## src/i2cm_pkg.sv

```systemverilog
// Package for the I2C master byte engine: command opcodes, phase codes and
// the field widths of the stream and configuration ports.
// No dependencies; imported by i2c_master_byte_engine and its testbench.
package i2cm_pkg;

	localparam int DELAY_W  = 16;
	localparam int PHASE_W  = 4;
	localparam int OPCODE_W = 3;
	localparam int BITIDX_W = 4;

	localparam int IN_TDATA_W  = 24;
	localparam int OUT_TDATA_W = 16;

	localparam logic [DELAY_W-1:0] HALF_PERIOD_RESET = DELAY_W'(250);

	// Number of data bits before the acknowledge pulse.
	localparam logic [BITIDX_W-1:0] DATA_BITS = BITIDX_W'(8);

	// Command opcodes.
	localparam logic [OPCODE_W-1:0] OP_START = 3'd0;
	localparam logic [OPCODE_W-1:0] OP_ADDR  = 3'd1;
	localparam logic [OPCODE_W-1:0] OP_WRITE = 3'd2;
	localparam logic [OPCODE_W-1:0] OP_READ  = 3'd3;
	localparam logic [OPCODE_W-1:0] OP_STOP  = 3'd4;

	// Phase codes of the bus sequencer.
	localparam logic [PHASE_W-1:0] PH_IDLE     = 4'd0;
	localparam logic [PHASE_W-1:0] PH_ST_A     = 4'd1;
	localparam logic [PHASE_W-1:0] PH_ST_B     = 4'd2;
	localparam logic [PHASE_W-1:0] PH_SP_A     = 4'd3;
	localparam logic [PHASE_W-1:0] PH_SP_WAIT  = 4'd4;
	localparam logic [PHASE_W-1:0] PH_SP_B     = 4'd5;
	localparam logic [PHASE_W-1:0] PH_BIT_LOW  = 4'd6;
	localparam logic [PHASE_W-1:0] PH_BIT_WAIT = 4'd7;
	localparam logic [PHASE_W-1:0] PH_BIT_HIGH = 4'd8;
	localparam logic [PHASE_W-1:0] PH_TAIL     = 4'd9;

endpackage

```

## src/i2c_master_byte_engine.sv

```systemverilog
// I2C master byte engine: command sequencer, line drive and status result.
// Depends on i2cm_pkg (opcodes, phase codes, widths).

// Each input transaction on the s_axis side is one timebase tick. It carries
// an optional command (cmd_valid, opcode and its operands) together with the
// sampled SCL and SDA line levels, and it produces exactly one output
// transaction on the m_axis side holding the open-drain pull-down drives, the
// ready and done status, the NACK flag and the last received byte, all as
// they stand after that tick. The sequencer state advances by
// at most one phase per transaction, and a new transaction is taken
// in every cycle as long as the output register is empty or being
// drained in the same cycle, so the sustained rate is one tick
// per clock. Commands are only taken while the engine reports ready; they
// complete after a number of ticks set by half_period_ticks and by how long a
// slave stretches the clock. Every timed step lasts half_period_ticks + 1
// ticks. half_period_ticks is written through cfg_we/cfg_wdata and should only
// be changed while the engine is idle.
module i2c_master_byte_engine (
	input  logic                              clk,
	input  logic                              arst_n,
	// Configuration: half_period_ticks.
	input  logic                              cfg_we,
	input  logic [i2cm_pkg::DELAY_W-1:0]      cfg_wdata,
	// Tick input.
	input  logic                              s_axis_tvalid,
	output logic                              s_axis_tready,
	// tdata, low bit up: cmd_valid[0], slave_address[7:1], read_flag[8],
	// tx_byte[16:9], final_byte[17], scl_level[18], sda_level[19], zero fill.
	input  logic [i2cm_pkg::IN_TDATA_W-1:0]   s_axis_tdata,
	// tuser: opcode[2:0].
	input  logic [i2cm_pkg::OPCODE_W-1:0]     s_axis_tuser,
	// Result output.
	output logic                              m_axis_tvalid,
	input  logic                              m_axis_tready,
	// tdata, low bit up: scl_pull_low[0], sda_pull_low[1], ready_res[2],
	// done_res[3], nack_seen[4], rx_byte[12:5], zero fill.
	output logic [i2cm_pkg::OUT_TDATA_W-1:0]  m_axis_tdata
);
	import i2cm_pkg::*;

	// Unpacked input fields.
	logic                cmd_valid;
	logic [6:0]          slave_address;
	logic                read_flag;
	logic [7:0]          tx_byte;
	logic                final_byte;
	logic                scl_level;
	logic                sda_level;
	logic [OPCODE_W-1:0] opcode;

	assign cmd_valid     = s_axis_tdata[0];
	assign slave_address = s_axis_tdata[7:1];
	assign read_flag     = s_axis_tdata[8];
	assign tx_byte       = s_axis_tdata[16:9];
	assign final_byte    = s_axis_tdata[17];
	assign scl_level     = s_axis_tdata[18];
	assign sda_level     = s_axis_tdata[19];
	assign opcode        = s_axis_tuser;

	// Sequencer state.
	logic [DELAY_W-1:0]  half_q;
	logic [PHASE_W-1:0]  phase_q,   phase_d;
	logic [DELAY_W-1:0]  dcnt_q,    dcnt_d;
	logic [BITIDX_W-1:0] bidx_q,    bidx_d;
	logic [7:0]          shift_q,   shift_d;
	logic                last_q,    last_d;
	logic [OPCODE_W-1:0] pend_q,    pend_d;
	logic                nack_q,    nack_d;
	logic                astop_q,   astop_d;
	logic                scl_drv_q, scl_drv_d;
	logic                sda_drv_q, sda_drv_d;
	logic [7:0]          rx_q,      rx_d;
	logic                done_d;

	logic                out_vld_q;
	logic [OUT_TDATA_W-1:0] out_data_q;

	logic                accept;
	logic                reading;
	logic                elapsed;
	logic [DELAY_W-1:0]  dcnt_step;

	// The output register frees up in the same cycle it is drained.
	assign s_axis_tready = !out_vld_q || m_axis_tready;
	assign accept        = s_axis_tvalid && s_axis_tready;

	assign reading   = (pend_q == OP_READ);
	assign elapsed   = (dcnt_q >= half_q);
	// Count value for a timed phase that keeps waiting or finishes this tick.
	assign dcnt_step = elapsed ? '0 : dcnt_q + DELAY_W'(1);

	always_comb begin
		phase_d   = phase_q;
		dcnt_d    = dcnt_q;
		bidx_d    = bidx_q;
		shift_d   = shift_q;
		last_d    = last_q;
		pend_d    = pend_q;
		nack_d    = nack_q;
		astop_d   = astop_q;
		scl_drv_d = scl_drv_q;
		sda_drv_d = sda_drv_q;
		rx_d      = rx_q;
		done_d    = 1'b0;

		unique case (phase_q)
			PH_IDLE: begin
				if (cmd_valid && (opcode <= OP_STOP)) begin
					nack_d  = 1'b0;
					astop_d = 1'b0;
					pend_d  = opcode;
					bidx_d  = '0;
					dcnt_d  = '0;
					if (opcode == OP_START) begin
						phase_d = PH_ST_A;
					end else if (opcode == OP_STOP) begin
						phase_d = PH_SP_A;
					end else begin
						if (opcode == OP_ADDR) begin
							shift_d = {slave_address, read_flag};
							last_d  = 1'b0;
						end else if (opcode == OP_WRITE) begin
							shift_d = tx_byte;
							last_d  = final_byte;
						end else begin
							shift_d = '0;
							last_d  = final_byte;
						end
						phase_d = PH_BIT_LOW;
					end
				end
			end
			PH_ST_A: begin
				scl_drv_d = 1'b0;
				sda_drv_d = 1'b0;
				dcnt_d    = dcnt_step;
				if (elapsed) begin
					sda_drv_d = 1'b1;
					phase_d   = PH_ST_B;
				end
			end
			PH_ST_B: begin
				dcnt_d = dcnt_step;
				if (elapsed) begin
					scl_drv_d = 1'b1;
					phase_d   = PH_IDLE;
					done_d    = 1'b1;
				end
			end
			PH_SP_A: begin
				sda_drv_d = 1'b1;
				dcnt_d    = dcnt_step;
				if (elapsed) begin
					scl_drv_d = 1'b0;
					phase_d   = PH_SP_WAIT;
				end
			end
			PH_SP_WAIT: begin
				// Clock stretching: hold until the line really reads high.
				if (scl_level) begin
					phase_d = PH_SP_B;
					dcnt_d  = '0;
				end
			end
			PH_SP_B: begin
				dcnt_d = dcnt_step;
				if (elapsed) begin
					sda_drv_d = 1'b0;
					phase_d   = PH_IDLE;
					done_d    = 1'b1;
				end
			end
			PH_BIT_LOW: begin
				// Data bits: a read releases SDA, a write sends the MSB.
				// Acknowledge bit: a read ACKs unless final, a write releases.
				if (bidx_q < DATA_BITS) begin
					sda_drv_d = reading ? 1'b0 : !shift_q[7];
				end else begin
					sda_drv_d = reading ? !last_q : 1'b0;
				end
				dcnt_d = dcnt_step;
				if (elapsed) begin
					scl_drv_d = 1'b0;
					phase_d   = PH_BIT_WAIT;
				end
			end
			PH_BIT_WAIT: begin
				if (scl_level) begin
					phase_d = PH_BIT_HIGH;
					dcnt_d  = '0;
				end
			end
			PH_BIT_HIGH: begin
				dcnt_d = dcnt_step;
				if (elapsed) begin
					scl_drv_d = 1'b1;
					if (bidx_q < DATA_BITS) begin
						shift_d = {shift_q[6:0], reading & sda_level};
						bidx_d  = bidx_q + BITIDX_W'(1);
						phase_d = PH_BIT_LOW;
					end else begin
						// The ACK of a final write byte is ignored.
						if (!reading && sda_level && !last_q) begin
							nack_d = 1'b1;
						end
						phase_d = PH_TAIL;
					end
				end
			end
			PH_TAIL: begin
				sda_drv_d = 1'b0;
				dcnt_d    = '0;
				if (reading) begin
					rx_d = shift_q;
				end
				if (nack_q) begin
					// A refused byte ends the transfer with a STOP of its own.
					astop_d = 1'b1;
					pend_d  = OP_STOP;
					phase_d = PH_SP_A;
				end else begin
					phase_d = PH_IDLE;
					done_d  = 1'b1;
				end
			end
			default: begin
				phase_d = PH_IDLE;
				dcnt_d  = '0;
			end
		endcase
	end

	always_ff @(posedge clk or negedge arst_n) begin
		if (!arst_n) begin
			half_q <= HALF_PERIOD_RESET;
		end else if (cfg_we) begin
			half_q <= cfg_wdata;
		end
	end

	always_ff @(posedge clk or negedge arst_n) begin
		if (!arst_n) begin
			phase_q   <= PH_IDLE;
			dcnt_q    <= '0;
			bidx_q    <= '0;
			shift_q   <= '0;
			last_q    <= 1'b0;
			pend_q    <= '0;
			nack_q    <= 1'b0;
			astop_q   <= 1'b0;
			scl_drv_q <= 1'b0;
			sda_drv_q <= 1'b0;
			rx_q      <= '0;
		end else if (accept) begin
			phase_q   <= phase_d;
			dcnt_q    <= dcnt_d;
			bidx_q    <= bidx_d;
			shift_q   <= shift_d;
			last_q    <= last_d;
			pend_q    <= pend_d;
			nack_q    <= nack_d;
			astop_q   <= astop_d;
			scl_drv_q <= scl_drv_d;
			sda_drv_q <= sda_drv_d;
			rx_q      <= rx_d;
		end
	end

	// Output register: one result transaction per tick.
	always_ff @(posedge clk or negedge arst_n) begin
		if (!arst_n) begin
			out_vld_q <= 1'b0;
		end else if (accept) begin
			out_vld_q <= 1'b1;
		end else if (m_axis_tready) begin
			out_vld_q <= 1'b0;
		end
	end

	always_ff @(posedge clk) begin
		if (accept) begin
			out_data_q <= {3'b000, rx_d, nack_d, done_d,
				(phase_d == PH_IDLE), sda_drv_d, scl_drv_d};
		end
	end

	assign m_axis_tvalid = out_vld_q;
	assign m_axis_tdata  = out_data_q;

`ifndef SYNTHESIS
	// A completing command always leaves the engine ready for the next one.
	a_done_is_idle: assert property (@(posedge clk) disable iff (!arst_n)
		(m_axis_tvalid && m_axis_tdata[3]) |-> m_axis_tdata[2])
		else $error("done reported while the engine is busy");

	// The delay counter is only running inside a timed phase.
	a_idle_count_zero: assert property (@(posedge clk) disable iff (!arst_n)
		(phase_q == PH_IDLE) |-> (dcnt_q == '0))
		else $error("delay counter not cleared in idle");

	// Eight data bits and one acknowledge bit, never more.
	a_bit_index_range: assert property (@(posedge clk) disable iff (!arst_n)
		bidx_q <= DATA_BITS)
		else $error("bit index beyond the acknowledge bit");

	// The automatic stop only follows a NACK.
	a_auto_stop_nack: assert property (@(posedge clk) disable iff (!arst_n)
		astop_q |-> nack_q)
		else $error("automatic stop without a NACK");
`endif

endmodule

```

## config.mk

```make
export PLATFORM = sky130hd
export DESIGN_NAME = i2c_master_byte_engine
export DESIGN_NICKNAME = d
export VERILOG_FILES = /design/src/i2cm_pkg.sv /design/src/i2c_master_byte_engine.sv
export SDC_FILE = /design/constraint.sdc
export NUM_CORES = 1
export LEC_CHECK = 0
export BUFFER_PORTS_ARGS = -buffer_cell sky130_fd_sc_hd__buf_4
export CORE_ASPECT_RATIO = 0.75
export CORE_MARGIN = 1.5
export CORE_UTILIZATION = 45
export DETAILED_ROUTE_END_ITERATION = 10
export GPL_TIMING_DRIVEN = 0
export PLACE_DENSITY = 0.65
export RECOVER_POWER = 25
export SKIP_CTS_REPAIR_TIMING = 1
export SYNTH_ARGS = -nofsm -noshare
export SYNTH_HDL_FRONTEND = slang
export SYNTH_SLANG_ARGS = --single-unit
```

## constraint.sdc

```tcl
create_clock -name clk -period 2.2 [get_ports clk]
set_input_delay 0.22 -clock clk [delete_from_list [all_inputs] [get_ports clk]]
set_output_delay 0.22 -clock clk [all_outputs]
set_load 0.01 [all_outputs]
```

==> flow_metrics.py <==
metrics = {
    "synth": {
        "ys_types": 68,
        "synthFlopType": "dfrtp_1",
        "syn_area_sq_mm": 0.00442,
        "ys_warn_count": 0,
        "synthAdderAreaFrac_pct": 5.09,
        "yosys.area_share.simple_pct": 17.8,
        "synthArstFlopShare_pct": 83.1,
        "synth_top_family_by_area": "simple AND/OR/NAND/NOR gates",
        "synthMuxAreaShare_pct": 8.01,
        "avgSynthCellArea_sq_um": 10.2,
        "ys_seq_area_share_pct": 45.2,
        "syn_inst": 435,
        "synth_xor_area_share_pct": 2.57,
        "synth-seq-cells": 77,
        "synth_compound_area_share_pct": 16.8,
        "synth-edff-count": 13,
    },
    "route": {
        "routedWlPerCell_microns": 16.5,
        "drc": 0,
        "ant_nets": 0,
        "via_per_inst": 5.61,
        "vias": 3739,
        "drt_iter0_markers": 210,
        "wirelength_microns": 11000,
        "first_pass_iters": 5,
    },
    "finish": {
        "fillers": 827,
        "n_antenna_cell": 0,
        "stdcell_count": 667,
        "area_growth_pct": 33.6,
        "fin_util_pct": 61.4,
        "nets": 596,
        "design_area_sq_mm": 0.00591,
        "drive_above_1_share_pct": 39.3,
    },
    "grt": {
        "grt.total_usage_pct": 20.9,
        "grt_max_degree": 65,
        "grt_pass1_wl_microns": 17300,
        "grt_antenna_before_repair": 0,
        "first_global_vias": 3449,
        "grt_remaining_overflow": 0,
    },
    "floorplanning": {
        "fp.dieW_microns": 117,
        "fp-row-count": 31,
        "die_h_microns": 88.8,
        "die_area_sq_mm": 0.0104,
        "initial_core_util_pct": 46.0,
        "pin_count": 66,
        "core_area_sq_mm": 0.00962,
    },
    "hold_path": {
        "min_to": "m_axis_tvalid",
        "min_path_type": "input port to flop",
        "whs_path_depth": 2,
        "holdCritStartpoint": "s_axis_tvalid",
    },
    "placed_design": {
        "portBuffers": 58,
        "place_inst": 627,
        "place_area_sq_mm": 0.00515,
        "pre_cts_ws_ns": -0.603,
        "routabilityCongestion": 0.882,
        "dp_hpwl_microns": 7490,
    },
    "timing": {
        "timing.final.hold_violations": 0,
        "max_freq_mhz": 400,
        "max_slew_margin_pct": -11.4,
        "tightest_slew_ns": 1.67,
        "rsz0062_at_grt": "true",
        "fin_skew_ns": 0.00682,
        "setup_viol": 39,
        "setup_ws_ns": -0.297,
        "drv_slew": 65,
        "min_period_ns": 2.50,
        "finalCritPeriodShare_pct": 114,
    },
    "power_and_ir_drop": {
        "peakVddDrop_uv": 488,
        "combPwrFrac_pct": 38.6,
        "p_per_area_mw_per_mm2": 968,
        "power_frac_seq_pct": 34.1,
        "swShare_pct": 35.9,
        "p_int_mw": 3.66,
        "switchingPower_mw": 2.05,
        "power_frac_clock_pct": 27.2,
        "p_leak_nw": 2.68,
    },
    "setup_path": {
        "timing.rr.end": "dcnt_q[14]",
        "critPathRequiredTime_ns": 2.46,
        "rr_startpoint": "half_q[7]",
        "worstSetupEndpointType": "flop",
        "critPathLaunchType": "flop",
        "cp_max_fo": 4,
        "reg2reg_depth": 10,
        "crit_type": "flop to flop",
        "r2r_slack_ns": -0.30,
        "crit_arrival_ns": 2.75,
    },
    "cts": {
        "htree_levels": 3,
        "clockBufferDepth": 2,
        "path_clk_slew_ns": 0.06,
        "clock_sinks": 77,
        "cts_buffers": 9,
        "root_buffer": "clkbuf_16",
        "cts_tree": "built",
        "insertion_delay_ns": 0.34,
    },
    "run": {
        "drv_cap": 1,
    },
    "outcome": {
        "outcome": "complete, but fails checks",
        "violations": "capacitance limit, slew limit, setup timing",
    },
}
power groups by stage:
| stage | Clock [mW] | Sequential (mW) | Combinational, mW |
|---|---|---|---|
| after floorplan | 0 | 1.94 | 1.28 |
| final | 1.56 | 1.95 | 2.21 |
| after global placement | 0 | 1.96 | 1.76 |
| after global routing | 1.63 | 1.98 | 2.40 |
| after CTS | 1.56 | 1.95 | 1.80 |
| after detailed placement | 0 | 1.97 | 1.78 |
area by class of cell:
type                            count  area (sq um)  share of cell area (%)
Timing Repair Buffer               82           657                    11.1
Multi-Input combinational cell    313          2560                    43.4
Buffer                             22           118                    1.99
Sequential cell                    77          2000                    33.9
Clock inverter                      7          80.1                    1.36
Tap cell                          132           165                    2.80
Inverter                           25          93.8                    1.59
Clock buffer                        9           225                    3.81
cell families after synthesis:
logic type / count (synthesis)
compound gates: 102
xor+xnor: 13
fa+ha+maj: 18
buf+inv: 47
flops: 77
mux: 31
other cells: 1
simple gates: 146
synthesized netlist by cell type, types with 11 or more instances:
cell / n / area share (%)
edfxtp_1: 13 / 8.8
nand4_1: 11 / 1.6
nor2_1: 30 / 2.5
dfrtp_1: 58 / 33
o21ai_0: 27 / 3.1
a21oi_1: 14 / 1.6
nand2_1: 38 / 3.2
inv_1: 24 / 2.0
a22o_1: 16 / 3.2
ha_1: 18 / 5.1
mux2_2: 27 / 6.9
sequential cells by signal (all words and copies together) (netlist names):
register,flops
bidx_q,4
dcnt_q,16
half_q,16
last_q,1
m_axis_tdata,13
m_axis_tvalid,1
nack_q,1
pend_q,3
phase_q,4
rx_q,8
scl_drv_q,1
sda_drv_q,1
shift_q,8
worst max path at each step:
stage / startpoint / endpoint / slack, ns / cells past startpoint
6_report: half_q[7] / dcnt_q[14] / -0.30 / 10
4_1_cts: dcnt_q[14] / m_axis_tdata[2] / -0.64 / 8
3_5_place_dp: dcnt_q[14] / m_axis_tdata[2] / -0.60 / 8
3_3_place_gp: dcnt_q[14] / m_axis_tdata[2] / -0.61 / 8
5_1_grt: half_q[7] / dcnt_q[12] / -0.37 / 10
2_1_floorplan: half_q[7] / shift_q[0] / -0.05 / 8
per-stage QoR:
step	TNS, ns	total power, mW	hold slack (ns)
final	-8.03	5.71	0.0773
after global routing	-11.07	6.02	0.0970
after CTS	-12.64	5.31	0.0189
after detailed placement	-12.25	3.76	0.380
after global placement	-10.62	3.72	0.375
after floorplan	-0.429	3.22	-0.0756
worst max-delay path: stages (launching register included):
cell	delay, ns
dfstp_2	0.52
inv_2	0.04
ha_4	0.23
nand4_1	0.14
a311oi_4	0.12
a2111o_1	0.48
buf_6	0.17
nor3_4	0.34
buf_6	0.16
a21oi_2	0.04
o22ai_1	0.15
layout by cell type (no fill, tap or decap), types with 6 or more instances in the layout:
master,synthesis,layout
nand4_1,11,11
buf_4,3,77
clkbuf_16,0,9
dfstp_2,6,6
nor2b_1,8,7
inv_1,24,20
nand2b_1,10,9
clkbuf_1,10,7
dfrtp_1,58,54
mux2_2,27,21
ha_4,0,6
a21oi_1,14,9
and3_1,7,7
ha_1,18,12
buf_6,0,7
edfxtp_1,13,13
xor2_1,10,10
a22o_1,16,16
nand3_1,10,8
nand2_1,38,35
nor2_1,30,25
mux2_4,2,8
o21ai_0,27,23
per-layer routing:
metal  GRT usage [%]  up-vias  wire, microns
met4            5.10        0            171
met2            32.0      104           5020
met1            30.7     1840           5360
met5               0        -              0
met3            4.12       19            482
li1                -     1776              -
Note: power is estimated with default switching activity, not from simulation.
